===== config.mk =====
export PLATFORM = sky130hd
export DESIGN_NAME = burst_length_histogram
export DESIGN_NICKNAME = d
export VERILOG_FILES = /design/src/hw/rtl/blh_pkg.sv /design/src/hw/rtl/blh_ram.sv /design/src/hw/rtl/blh_front.sv /design/src/hw/rtl/blh_count.sv /design/src/hw/rtl/burst_length_histogram.sv
export SDC_FILE = /design/constraint.sdc
export NUM_CORES = 2
export LEC_CHECK = 0
export ABC_AREA = 1
export BUFFER_PORTS_ARGS = -buffer_cell sky130_fd_sc_hd__buf_2
export CAP_MARGIN = 10
export CORE_MARGIN = 2
export CORE_UTILIZATION = 30
export DETAILED_ROUTE_END_ITERATION = 10
export GPL_TIMING_DRIVEN = 0
export HOLD_SLACK_MARGIN = 0.1
export MAX_ROUTING_LAYER = met4
export PLACE_DENSITY = 0.44
export SETUP_SLACK_MARGIN = 0.15
export SLEW_MARGIN = 20
export SYNTH_ARGS = -nofsm -noshare
export SYNTH_HDL_FRONTEND = slang
export SYNTH_SLANG_ARGS = --single-unit

===== constraint.sdc =====
create_clock -name clk -period 5.55 [get_ports clk]
set_clock_uncertainty 0.2 [all_clocks]
set_input_delay 1.3875 -clock clk [delete_from_list [all_inputs] [get_ports clk]]
set_output_delay 1.3875 -clock clk [all_outputs]
set_load 0.05 [all_outputs]

===== src/hw/rtl/blh_pkg.sv =====
// shared types and constants for the burst length histogram
`default_nettype none

package blh_pkg;

    localparam int TIME_W = 32;
    localparam int CODE_W = 8;
    localparam int LEN_W  = 16;
    localparam int CNT_W  = 32;
    localparam int IDX_W  = 8;
    localparam int DATA_W = 32;

    localparam logic [IDX_W-1:0] REG_GAP_THRESHOLD = 8'd0;
    localparam logic [IDX_W-1:0] REG_SPIKE_MARKER  = 8'd1;

    localparam logic [TIME_W-1:0] GAP_THRESHOLD_RESET = 32'd50;
    localparam logic [CODE_W-1:0] SPIKE_MARKER_RESET  = 8'd20;

    localparam logic [LEN_W-1:0] LEN_MAX = {LEN_W{1'b1}};
    localparam logic [CNT_W-1:0] CNT_MAX = {CNT_W{1'b1}};

    typedef struct packed {
        logic             valid;
        logic [LEN_W-1:0] length;
        logic [LEN_W-1:0] longest;
        logic             clip;
    } burst_t;

endpackage

`default_nettype wire


===== src/hw/rtl/blh_ram.sv =====
// generic single write port ram with registered read
`default_nettype none

module blh_ram #(
    parameter int WIDTH = 32,
    parameter int DEPTH = 32,
    localparam int ADDR_W = (DEPTH > 1) ? $clog2(DEPTH) : 1
) (
    input  wire logic              clk,
    input  wire logic              we,
    input  wire logic [ADDR_W-1:0] waddr,
    input  wire logic [WIDTH-1:0]  wdata,
    input  wire logic              re,
    input  wire logic [ADDR_W-1:0] raddr,
    output logic      [WIDTH-1:0]  rdata
);

    logic [WIDTH-1:0] mem [DEPTH];
    logic [WIDTH-1:0] rdata_reg;

    always_ff @(posedge clk)
    begin
        if (we)
        begin
            mem[waddr] <= wdata;
        end
        if (re)
        begin
            rdata_reg <= mem[raddr];
        end
    end

    assign rdata = rdata_reg;

endmodule

`default_nettype wire


===== src/hw/rtl/blh_front.sv =====
// input register and run tracking: gap test, run length, longest run, bin select
`default_nettype none

module blh_front
    import blh_pkg::*;
#(
    parameter int HIST_BINS = 32,
    localparam int BIN_W = $clog2(HIST_BINS)
) (
    input  wire logic              clk,
    input  wire logic              rst_n,
    input  wire logic              advance,
    input  wire logic              take,
    input  wire logic [TIME_W-1:0] sample_time,
    input  wire logic [CODE_W-1:0] event_code,
    input  wire logic [TIME_W-1:0] gap_threshold,
    input  wire logic [CODE_W-1:0] spike_marker,
    output burst_t                 burst,
    output logic      [BIN_W-1:0]  bin
);

    logic              s1_valid_reg, s1_valid_next;
    logic [TIME_W-1:0] s1_time_reg;
    logic [CODE_W-1:0] s1_code_reg;
    logic [TIME_W-1:0] last_time_reg, last_time_next;
    logic              seen_reg, seen_next;
    logic [LEN_W-1:0]  run_reg, run_next;
    logic [LEN_W-1:0]  longest_reg, longest_next;

    logic [TIME_W-1:0] ref_time;
    logic [TIME_W-1:0] gap;
    logic              spike;
    logic              close;
    logic              clip;
    logic [LEN_W-1:0]  longest_new;

    always_comb
    begin
        ref_time    = seen_reg ? last_time_reg : s1_time_reg;
        gap         = (s1_time_reg >= ref_time) ? (s1_time_reg - ref_time)
                                                : (ref_time - s1_time_reg);
        spike       = s1_valid_reg && (s1_code_reg == spike_marker);
        close       = spike && !(gap < gap_threshold);
        clip        = run_reg > LEN_W'(HIST_BINS - 1);
        bin         = clip ? BIN_W'(HIST_BINS - 1) : run_reg[BIN_W-1:0];
        longest_new = (run_reg > longest_reg) ? run_reg : longest_reg;
    end

    always_comb
    begin
        s1_valid_next  = s1_valid_reg;
        last_time_next = last_time_reg;
        seen_next      = seen_reg;
        run_next       = run_reg;
        longest_next   = longest_reg;
        if (advance)
        begin
            s1_valid_next = take;
            if (s1_valid_reg)
            begin
                if (!seen_reg)
                begin
                    seen_next      = 1'b1;
                    last_time_next = s1_time_reg;
                end
                if (spike)
                begin
                    last_time_next = s1_time_reg;
                    if (close)
                    begin
                        run_next     = LEN_W'(1);
                        longest_next = longest_new;
                    end
                    else if (run_reg != LEN_MAX)
                    begin
                        run_next = run_reg + LEN_W'(1);
                    end
                end
            end
        end
    end

    always_ff @(posedge clk or negedge rst_n)
    begin
        if (!rst_n)
        begin
            s1_valid_reg  <= 1'b0;
            last_time_reg <= '0;
            seen_reg      <= 1'b0;
            run_reg       <= LEN_W'(1);
            longest_reg   <= '0;
        end
        else
        begin
            s1_valid_reg  <= s1_valid_next;
            last_time_reg <= last_time_next;
            seen_reg      <= seen_next;
            run_reg       <= run_next;
            longest_reg   <= longest_next;
        end
    end

    always_ff @(posedge clk)
    begin
        if (advance && take)
        begin
            s1_time_reg <= sample_time;
            s1_code_reg <= event_code;
        end
    end

    assign burst = '{valid: close, length: run_reg, longest: longest_new, clip: clip};

endmodule

`default_nettype wire


===== src/hw/rtl/blh_count.sv =====
// histogram update with clearing sweep, write forwarding and result register
`default_nettype none

module blh_count
    import blh_pkg::*;
#(
    parameter int HIST_BINS = 32,
    localparam int BIN_W = $clog2(HIST_BINS)
) (
    input  wire logic             clk,
    input  wire logic             rst_n,
    input  wire logic             advance,
    input  wire burst_t           burst,
    input  wire logic [BIN_W-1:0] bin,
    output logic                  clearing,
    output logic                  result_valid,
    output logic      [LEN_W-1:0] burst_length,
    output logic      [CNT_W-1:0] bin_count,
    output logic      [LEN_W-1:0] longest_burst,
    output logic                  clipped
);

    logic             clr_active_reg, clr_active_next;
    logic [BIN_W-1:0] clr_addr_reg, clr_addr_next;

    logic             s2_valid_reg;
    logic [LEN_W-1:0] s2_len_reg;
    logic [LEN_W-1:0] s2_longest_reg;
    logic             s2_clip_reg;
    logic [BIN_W-1:0] s2_bin_reg;

    logic             fwd_hit_reg;
    logic [CNT_W-1:0] fwd_cnt_reg;

    logic             result_valid_reg;
    logic [LEN_W-1:0] burst_length_reg;
    logic [CNT_W-1:0] bin_count_reg;
    logic [LEN_W-1:0] longest_burst_reg;
    logic             clipped_reg;

    logic             ram_we;
    logic [BIN_W-1:0] ram_waddr;
    logic [CNT_W-1:0] ram_wdata;
    logic [CNT_W-1:0] ram_rdata;
    logic [CNT_W-1:0] cnt_old;
    logic [CNT_W-1:0] cnt_new;

    always_comb
    begin
        clr_active_next = clr_active_reg;
        clr_addr_next   = clr_addr_reg;
        if (clr_active_reg)
        begin
            clr_addr_next = clr_addr_reg + BIN_W'(1);
            if (clr_addr_reg == BIN_W'(HIST_BINS - 1))
            begin
                clr_active_next = 1'b0;
            end
        end
    end

    always_comb
    begin
        cnt_old   = fwd_hit_reg ? fwd_cnt_reg : ram_rdata;
        cnt_new   = (cnt_old == CNT_MAX) ? cnt_old : (cnt_old + CNT_W'(1));
        ram_we    = clr_active_reg || (s2_valid_reg && advance);
        ram_waddr = clr_active_reg ? clr_addr_reg : s2_bin_reg;
        ram_wdata = clr_active_reg ? '0 : cnt_new;
    end

    blh_ram #(
        .WIDTH (CNT_W),
        .DEPTH (HIST_BINS)
    ) u_hist_ram (
        .clk   (clk),
        .we    (ram_we),
        .waddr (ram_waddr),
        .wdata (ram_wdata),
        .re    (advance),
        .raddr (bin),
        .rdata (ram_rdata)
    );

    always_ff @(posedge clk or negedge rst_n)
    begin
        if (!rst_n)
        begin
            clr_active_reg   <= 1'b1;
            clr_addr_reg     <= '0;
            s2_valid_reg     <= 1'b0;
            fwd_hit_reg      <= 1'b0;
            result_valid_reg <= 1'b0;
        end
        else
        begin
            clr_active_reg <= clr_active_next;
            clr_addr_reg   <= clr_addr_next;
            if (advance)
            begin
                s2_valid_reg     <= burst.valid;
                fwd_hit_reg      <= burst.valid && s2_valid_reg && (s2_bin_reg == bin);
                result_valid_reg <= s2_valid_reg;
            end
        end
    end

    always_ff @(posedge clk)
    begin
        if (advance)
        begin
            fwd_cnt_reg <= cnt_new;
            if (burst.valid)
            begin
                s2_len_reg     <= burst.length;
                s2_longest_reg <= burst.longest;
                s2_clip_reg    <= burst.clip;
                s2_bin_reg     <= bin;
            end
            if (s2_valid_reg)
            begin
                burst_length_reg  <= s2_len_reg;
                bin_count_reg     <= cnt_new;
                longest_burst_reg <= s2_longest_reg;
                clipped_reg       <= s2_clip_reg;
            end
        end
    end

    assign clearing      = clr_active_reg;
    assign result_valid  = result_valid_reg;
    assign burst_length  = burst_length_reg;
    assign bin_count     = bin_count_reg;
    assign longest_burst = longest_burst_reg;
    assign clipped       = clipped_reg;

    // no burst in flight while the histogram is being cleared
    a_clear_idle: assert property (@(posedge clk) disable iff (!rst_n)
        clr_active_reg |-> !s2_valid_reg)
        else $error("burst in flight during clearing sweep");

    a_clip_match: assert property (@(posedge clk) disable iff (!rst_n)
        result_valid_reg |-> (clipped_reg == (burst_length_reg > LEN_W'(HIST_BINS - 1))))
        else $error("clip flag does not match burst length");

    a_longest: assert property (@(posedge clk) disable iff (!rst_n)
        result_valid_reg |-> (longest_burst_reg >= burst_length_reg))
        else $error("longest burst below current burst length");

    a_count_nonzero: assert property (@(posedge clk) disable iff (!rst_n)
        result_valid_reg |-> (bin_count_reg != '0))
        else $error("bin count zero after increment");

endmodule

`default_nettype wire


===== src/hw/rtl/burst_length_histogram.sv =====
// top level of the burst length histogram
//
// samples arrive on the sample channel (sample_valid, sample_stall) with a
// timestamp and an event code; a transaction is taken when valid is high and
// stall is low. one sample can be taken every cycle while stall is low.
// a spike whose gap from the previous spike is not below gap_threshold closes
// the current burst and produces one result transaction on the result channel
// (result_valid, result_stall): burst length, updated bin count, longest burst
// so far and the clip flag. other samples produce nothing.
// from sample acceptance to result_valid a burst passes the input register,
// the registered read of the histogram ram and the result register.
// throughput is one sample per cycle while the pipeline is not frozen; a
// read-modify-write of the same bin on consecutive bursts is forwarded.
// when result_stall holds a waiting result, the pipeline freezes and
// sample_stall is raised until the result is taken.
// after reset a clearing sweep writes zero to all HIST_BINS bins, one per
// cycle, so sample_stall stays high until the sweep ends. configuration
// writes (cfg_valid, cfg_ready, cfg_index, cfg_data) are always accepted and
// are meant to happen while the block is idle.
`default_nettype none

module burst_length_histogram
    import blh_pkg::*;
#(
    parameter int HIST_BINS = 32
) (
    input  wire logic              clk,
    input  wire logic              rst_n,

    input  wire logic              sample_valid,
    output logic                   sample_stall,
    input  wire logic [TIME_W-1:0] sample_time,
    input  wire logic [CODE_W-1:0] event_code,

    output logic                   result_valid,
    input  wire logic              result_stall,
    output logic      [LEN_W-1:0]  burst_length,
    output logic      [CNT_W-1:0]  bin_count,
    output logic      [LEN_W-1:0]  longest_burst,
    output logic                   clipped,

    input  wire logic              cfg_valid,
    output logic                   cfg_ready,
    input  wire logic [IDX_W-1:0]  cfg_index,
    input  wire logic [DATA_W-1:0] cfg_data
);

    localparam int BIN_W = $clog2(HIST_BINS);

    logic [TIME_W-1:0] gap_threshold_reg, gap_threshold_next;
    logic [CODE_W-1:0] spike_marker_reg, spike_marker_next;

    logic             advance;
    logic             take;
    logic             clearing;
    burst_t           burst;
    logic [BIN_W-1:0] bin;

    assign cfg_ready = 1'b1;

    always_comb
    begin
        gap_threshold_next = gap_threshold_reg;
        spike_marker_next  = spike_marker_reg;
        if (cfg_valid && cfg_ready)
        begin
            unique case (cfg_index)
                REG_GAP_THRESHOLD: gap_threshold_next = cfg_data[TIME_W-1:0];
                REG_SPIKE_MARKER:  spike_marker_next  = cfg_data[CODE_W-1:0];
                default:           ;
            endcase
        end
    end

    always_ff @(posedge clk or negedge rst_n)
    begin
        if (!rst_n)
        begin
            gap_threshold_reg <= GAP_THRESHOLD_RESET;
            spike_marker_reg  <= SPIKE_MARKER_RESET;
        end
        else
        begin
            gap_threshold_reg <= gap_threshold_next;
            spike_marker_reg  <= spike_marker_next;
        end
    end

    assign advance      = !(result_valid && result_stall);
    assign sample_stall = clearing || !advance;
    assign take         = sample_valid && !sample_stall;

    blh_front #(
        .HIST_BINS (HIST_BINS)
    ) u_front (
        .clk           (clk),
        .rst_n         (rst_n),
        .advance       (advance),
        .take          (take),
        .sample_time   (sample_time),
        .event_code    (event_code),
        .gap_threshold (gap_threshold_reg),
        .spike_marker  (spike_marker_reg),
        .burst         (burst),
        .bin           (bin)
    );

    blh_count #(
        .HIST_BINS (HIST_BINS)
    ) u_count (
        .clk           (clk),
        .rst_n         (rst_n),
        .advance       (advance),
        .burst         (burst),
        .bin           (bin),
        .clearing      (clearing),
        .result_valid  (result_valid),
        .burst_length  (burst_length),
        .bin_count     (bin_count),
        .longest_burst (longest_burst),
        .clipped       (clipped)
    );

    // no sample taken during the sweep or while a result is held
    a_stall_cover: assert property (@(posedge clk) disable iff (!rst_n)
        (clearing || (result_valid && result_stall)) |-> sample_stall)
        else $error("sample channel open while pipeline cannot advance");

    a_no_result_clear: assert property (@(posedge clk) disable iff (!rst_n)
        clearing |=> !result_valid)
        else $error("result produced during clearing sweep");

endmodule

`default_nettype wire

* Word-level counts from Yosys, hierarchy flattened
Memories as Yosys holds them, arrays and structs flattened. A register that Yosys moved wholly into a read port is not among the register bits.
Cells that the tools add are included.
** Word-level totals
- Register bits :: 290
- Memory bits (writable) :: 1024
- Input port bits :: 85
- Output and inout port bits :: 68
- Logic and storage cells :: 78
- Memories kept :: 1
** Operators by class
- Add/subtract/negate cells :: 5
- Magnitude comparators :: 4
- Equal/unequal tests :: 6
- Muxes and demuxes :: 15
- Bitwise operators :: 1
- Reductions and logical operators :: 23
** Memories
- u_count.u_hist_ram.mem :: depth 32, bits a word 32, read ports 1, clocked after Yosys merged registers in 1, wr ports 1, line blh_ram.sv:18 : logic [WIDTH-1:0] mem [DEPTH];
** Operators with widths (number)
- $mux 32 :: 6
- $sub 32x32->32 :: 2
- $mux 16 :: 3
- $add 32x1->32 const B :: 1
- $eq 32x32->1 const B :: 1
- $ge 32x32->1 :: 1
- $lt 32x32->1 :: 1
- $add 16x1->16 const B :: 1
- $gt 16x16->1 :: 1
- $gt 16x5->1 const B :: 1
- $ne 16x16->1 const B :: 1
- $mux 5 :: 2
- $reduce_and 2->1 :: 5
- $eq 8x1->1 const B :: 1
- $eq 8x8->1 :: 1
- $logic_and 1x1->1 :: 8
- $logic_not 8->1 :: 1
- $reduce_and 4->1 :: 2
- $add 5x1->5 const B :: 1
- $eq 5x5->1 :: 1
- $eq 5x5->1 const B :: 1
- $logic_not 1->1 :: 4
- $mux 1 :: 4
- $logic_or 1x1->1 :: 2
- other kinds (2) :: 2

* Logic depth before layout (Yosys ltp)
- Depth in word-level cells :: 8
- Mapped depth :: 37
- Gate-level depth less buffers :: 34

* Cells and area by module
Synthesis repeated with hierarchy kept, for this count alone.
** Second synthesis, totals
- Cells, all modules :: 6025
- Area total of the unflattened synthesis :: 61843.1 um^2
** Modules (own cells, without submodules)
- blh_ram :: times used 1, cells each 3536, area an instance 42726.0 um^2, sequential area each 31710.4 um^2
- blh_front :: times used 1, cells each 1677, area an instance 10983.0 um^2, sequential area each 2854.0 um^2
- blh_count :: times used 1, cells each 615, area an instance 6486.2 um^2, sequential area each 4280.4 um^2
- burst_length_histogram :: times used 1, cells each 197, area an instance 1647.8 um^2, sequential area each 1007.2 um^2

* Worst setup path after synthesis
OpenSTA, ideal clock, no wires.
- Kind :: in2reg
- Start point :: in result_stall
- End point :: reg u_count.fwd_hit_reg
- Setup time :: 128 ps
- Arrival time :: 6760 ps
- Required time :: 5222 ps
- Setup slack :: -1538 ps
- Cell stages on the path :: 9
- Path buffers :: 0
- Cells stage by stage :: nand2_1 > inv_1 > nor2_1 > o21ai_0 > nor2_1 > nand2_1 > nor2_1 > nand2_1 > o21ai_0
** On the way
- Longest elaborated chain between the ends :: 1
** Ends and longest elaborated chain
- start: declaration :: line burst_length_histogram.sv:36 : input wire logic result_stall,
- $logic_and 1x1->1 :: line burst_length_histogram.sv:89 : assign advance = !(result_valid && result_stall);
- end signal: assignment :: line blh_count.sv:101 : fwd_hit_reg <= burst.valid && s2_valid_reg && (s2_bin_reg == bin);
- end: declaration :: line blh_count.sv:32 : logic fwd_hit_reg;
No other way between the ends.
A chain may end at the register's enable or synchronous reset.

* Final worst setup path
- Start point :: reg u_front.seen_reg
- End point :: reg u_count.s2_len_reg[0] (enable)
** On the way
- Longest elaborated chain between the ends :: 7
- Elaborated cells on any way between the ends :: 9
- Those cells by class :: 2 x add/sub; 2 x order compare; 2 x mux; 3 x reduce/logical
** Ends and longest elaborated chain
- start: declaration :: line blh_front.sv:26 : logic seen_reg, seen_next;
- start signal: assignment :: line blh_front.sv:97 : seen_reg <= seen_next;
- $mux 32 *
- $sub 32x32->32 (tied with other cells) :: line blh_front.sv:41 : : (ref_time - s1_time_reg);
- $mux 32 * :: line blh_front.sv:40 : gap = (s1_time_reg >= ref_time) ? (s1_time_reg - ref_time)
- $lt 32x32->1 * :: line blh_front.sv:43 : close = spike && !(gap < gap_threshold);
- $logic_not 1->1 * :: line blh_front.sv:43
- $logic_and 1x1->1 * :: line blh_front.sv:43
- $reduce_and 2->1 (no line) *
- end signal: assignment :: line blh_count.sv:114 : s2_len_reg <= burst.length;
- end: declaration :: line blh_count.sv:27 : logic [LEN_W-1:0] s2_len_reg;
Mark *: on every way between the ends. The rest lies on a longest branch, timed or not.

==> summary.txt <==
worst path required time -> 5.88 ns
largest net degree at the start of global routing -> 82
Max VDD drop -> 0.000286 V
initial antenna violation count -> 19
Num Clock Sinks -> 1346
Gate Count Post-Synth -> 6931
Std-Cell Rows -> 171
Multi-input gate area -> 19700 µm²
fin crit share -> 91.3%
number of global-route vias before repair -> 47809
Min-Delay Path Class -> reg2reg
GRT Total Usage -> 21.1%
Post-Syn Area -> 65800 µm²
Syn. warnings -> 0
Leakage -> 33.8 nW
status -> complete, no violations
Async SR Flop Fraction -> 8.54%
cell accounting for the most synthesized area -> edfxtp_1
PortBufs -> 151
EDFF count, synth -> 1231
Final ANT Viol Nets -> 0
CTS buffer count -> 158
Main synth FF type -> edfxtp_1
wire per inst -> 22.4 µm
Slew HR -> 19.8%
post-placement cell count -> 10017
min Tclk post-route -> 5.07 ns
CTS root buffer -> clkbuf_16
first-pass GRT wire length -> 334 mm
commonest non-fill, non-tap cells in the layout -> inv_1 (1399), nand2_1 (1355), edfxtp_1 (1231), nand3_1 (991), nand4_1 (505)
cts-stage hold buffer count -> 0
syn nets -> 7132
critical path launch point type -> flip-flop
Area Overhead vs Synth -> 19.3%
Post-Route WL -> 232 mm
DPL Wire Length -> 175 mm
GRT met3 Usage -> 3.30%
Iter 0 DRT Violations -> 4908
setup violators final -> 0
nets -> 7545
nature of the critical path endpoint -> flip-flop
CTS max path bufs -> 3
fin cells -> 10335
final total power -> 22.9 mW
Yosys reg bits -> 1346
CTS tree -> yes
Placer Congestion -> 0.918
met1 usage -> 29.7%
Initial Util -> 30.2%
Die W -> 472 µm
Crit Path Category -> reg2reg
worst slew pin tran -> 1.20 ns
clock transition at the registers of the reported paths -> 0.06 ns
cell area power density -> 292 nW/µm²
CP max FO -> 10
Clk Latency, worst-skew pair -> 0.83 ns
RSZ-0062 raised after global routing -> false
die area -> 223000 µm²
layout cells sized above 1 -> 10.8%
number of flip-flops in the largest register -> 1024
Seq/Total Area, Yosys -> 60.6%
Vias/cell -> 4.82
max_cap viols -> 0
layer with the highest usage -> met2
Netlist cell types -> 49
top cell type's share of synthesized area -> 56.2%
most common cell after layout, fill and taps aside -> inv_1
register area -> 39900 µm²
Die H -> 472 µm
M2 GR Usage -> 31.7%
grt ovf -> 0
syn avg cell area -> 9.49 µm²
main area contributors after synthesis -> edfxtp_1 (56%), inv_1 (8.1%), nand2_1 (7.8%)
final hold vios -> 0
fin util -> 36.0%
fin. max-slew vios -> 0
most flop-heavy register -> u_count.u_hist_ram.mem
CTS HTree Levels -> 4
vias after detailed routing -> 49828
Core ar. -> 218000 µm²
fillers -> 21841
fmax -> 0.197 GHz
DRC -> 0
num ports -> 153
WP data arrival -> 5.39 ns
drt pass-1 iters -> 5
## path summary, 6_finish.rpt
check / slack (ns) / depth (start not counted) / from / to
max in group asynchronous: 4.12 / 2 / rst_n / u_count.clearing
worst min register to register: 0.22 / 0 / u_count.s2_len_reg[13] / u_count.burst_length[13]
min in group asynchronous: 0.25 / 1 / rst_n / u_front.last_time_reg[0]
worst min-delay path: 0.22 / 0 / u_count.s2_len_reg[13] / u_count.burst_length[13]
worst max-delay path: 0.48 / 25 / u_front.seen_reg / u_count.s2_len_reg[0]
worst max register to register: 0.48 / 25 / u_front.seen_reg / u_count.s2_len_reg[0]
## critical path: stages (launching register included)
cell and delay (ns):
dfrtp_1 0.37, clkbuf_2 0.23, o21ai_0 0.36, inv_1 0.08, ha_2 0.40, a21oi_1 0.13, o21ai_0 0.39, a21oi_1 0.10
nand2_1 0.14, nand2_1 0.09, nand3b_1 0.13, buf_4 0.18, buf_6 0.16, nand2_1 0.09, nand2_1 0.10, inv_1 0.06
ha_1 0.30, nand4_1 0.13, nor3_2 0.24, and3_1 0.20, nand2_2 0.08, nand2_2 0.09, nand2_2 0.08, clkinvlp_4 0.10
buf_12 0.14, clkbuf_16 0.18
## what timing repair did
item,in CTS,in global routing
setup buffers,11,5
cloned,5,0
gates resized for setup,80,90
setup endpoints to repair,72,71
pin swaps,3,8
## cell type report
class | count | share of cell area [%]
Sequential cell | 1346 | 50.8
Multi-Input combinational cell | 3774 | 25.1
Inverter | 1422 | 6.81
Clock buffer | 195 | 5.30
Tap cell | 2854 | 4.55
Timing Repair Buffer | 253 | 3.82
Buffer | 389 | 2.32
Clock inverter | 97 | 1.26
Antenna cell | 5 | 0.0160
## where the power goes
part / switching (mW) / internal, mW / leakage, nW
sequential: 0.0344 / 11.0 / 12.5
clock: 4.48 / 5.89 / 2.49
combinational: 1.03 / 0.496 / 18.9
total: 5.54 / 17.4 / 33.8
## Yosys cell counts, types with 6 or more instances
master	n
nand3_1	991
a21o_1	9
nand3_2	12
nand4_1	505
clkbuf_1	234
nand2_1	1366
edfxtp_1	1231
ha_1	114
o21ai_1	6
o21bai_1	6
nor3_1	16
inv_1	1414
dfrtp_1	108
nor4_1	6
a21oi_1	199
nor2_1	215
dfstp_2	7
o21ai_0	203
buf_2	109
inv_2	6
o21a_1	6
buf_1	36
xor2_1	66
or2_2	6
## cell families (layout without fill, tap and decap cells)
group | Yosys count | count (layout) | synth area share (%)
and+or+nand+nor | 3146 | 3146 | 22.1
adders and majority gates | 116 | 116 | 2.23
other | 1 | 6 | 0.00570
muxes | 1 | 1 | 0.0152
AOI/OAI and AO/OA | 439 | 439 | 3.46
xor gates and xnor gates | 71 | 71 | 0.946
buffers and inverters | 1811 | 2356 | 10.6
DFF | 1346 | 1346 | 60.6
## stage by stage
stage	worst slack, ns	hold WS (ns)	area (µm²)	setup TNS (ns)
2_1_floorplan	0.378	0.200	65800	0
3_3_place_gp	-3.52	0.203	70100	-4242.81
3_5_place_dp	-1.16	0.205	72600	-71.61
4_1_cts	0.154	0.188	78100	0
5_1_grt	0.129	0.224	78400	0
6_report	0.481	0.217	78400	0
## routing by layer
metal,share of wire (%),wire (µm)
met4,2.5,5870
met2,44,102000
met3,6.6,15300
met5,0,0
met1,47,109000
No activity file was read; power rests on OpenSTA's default activity.
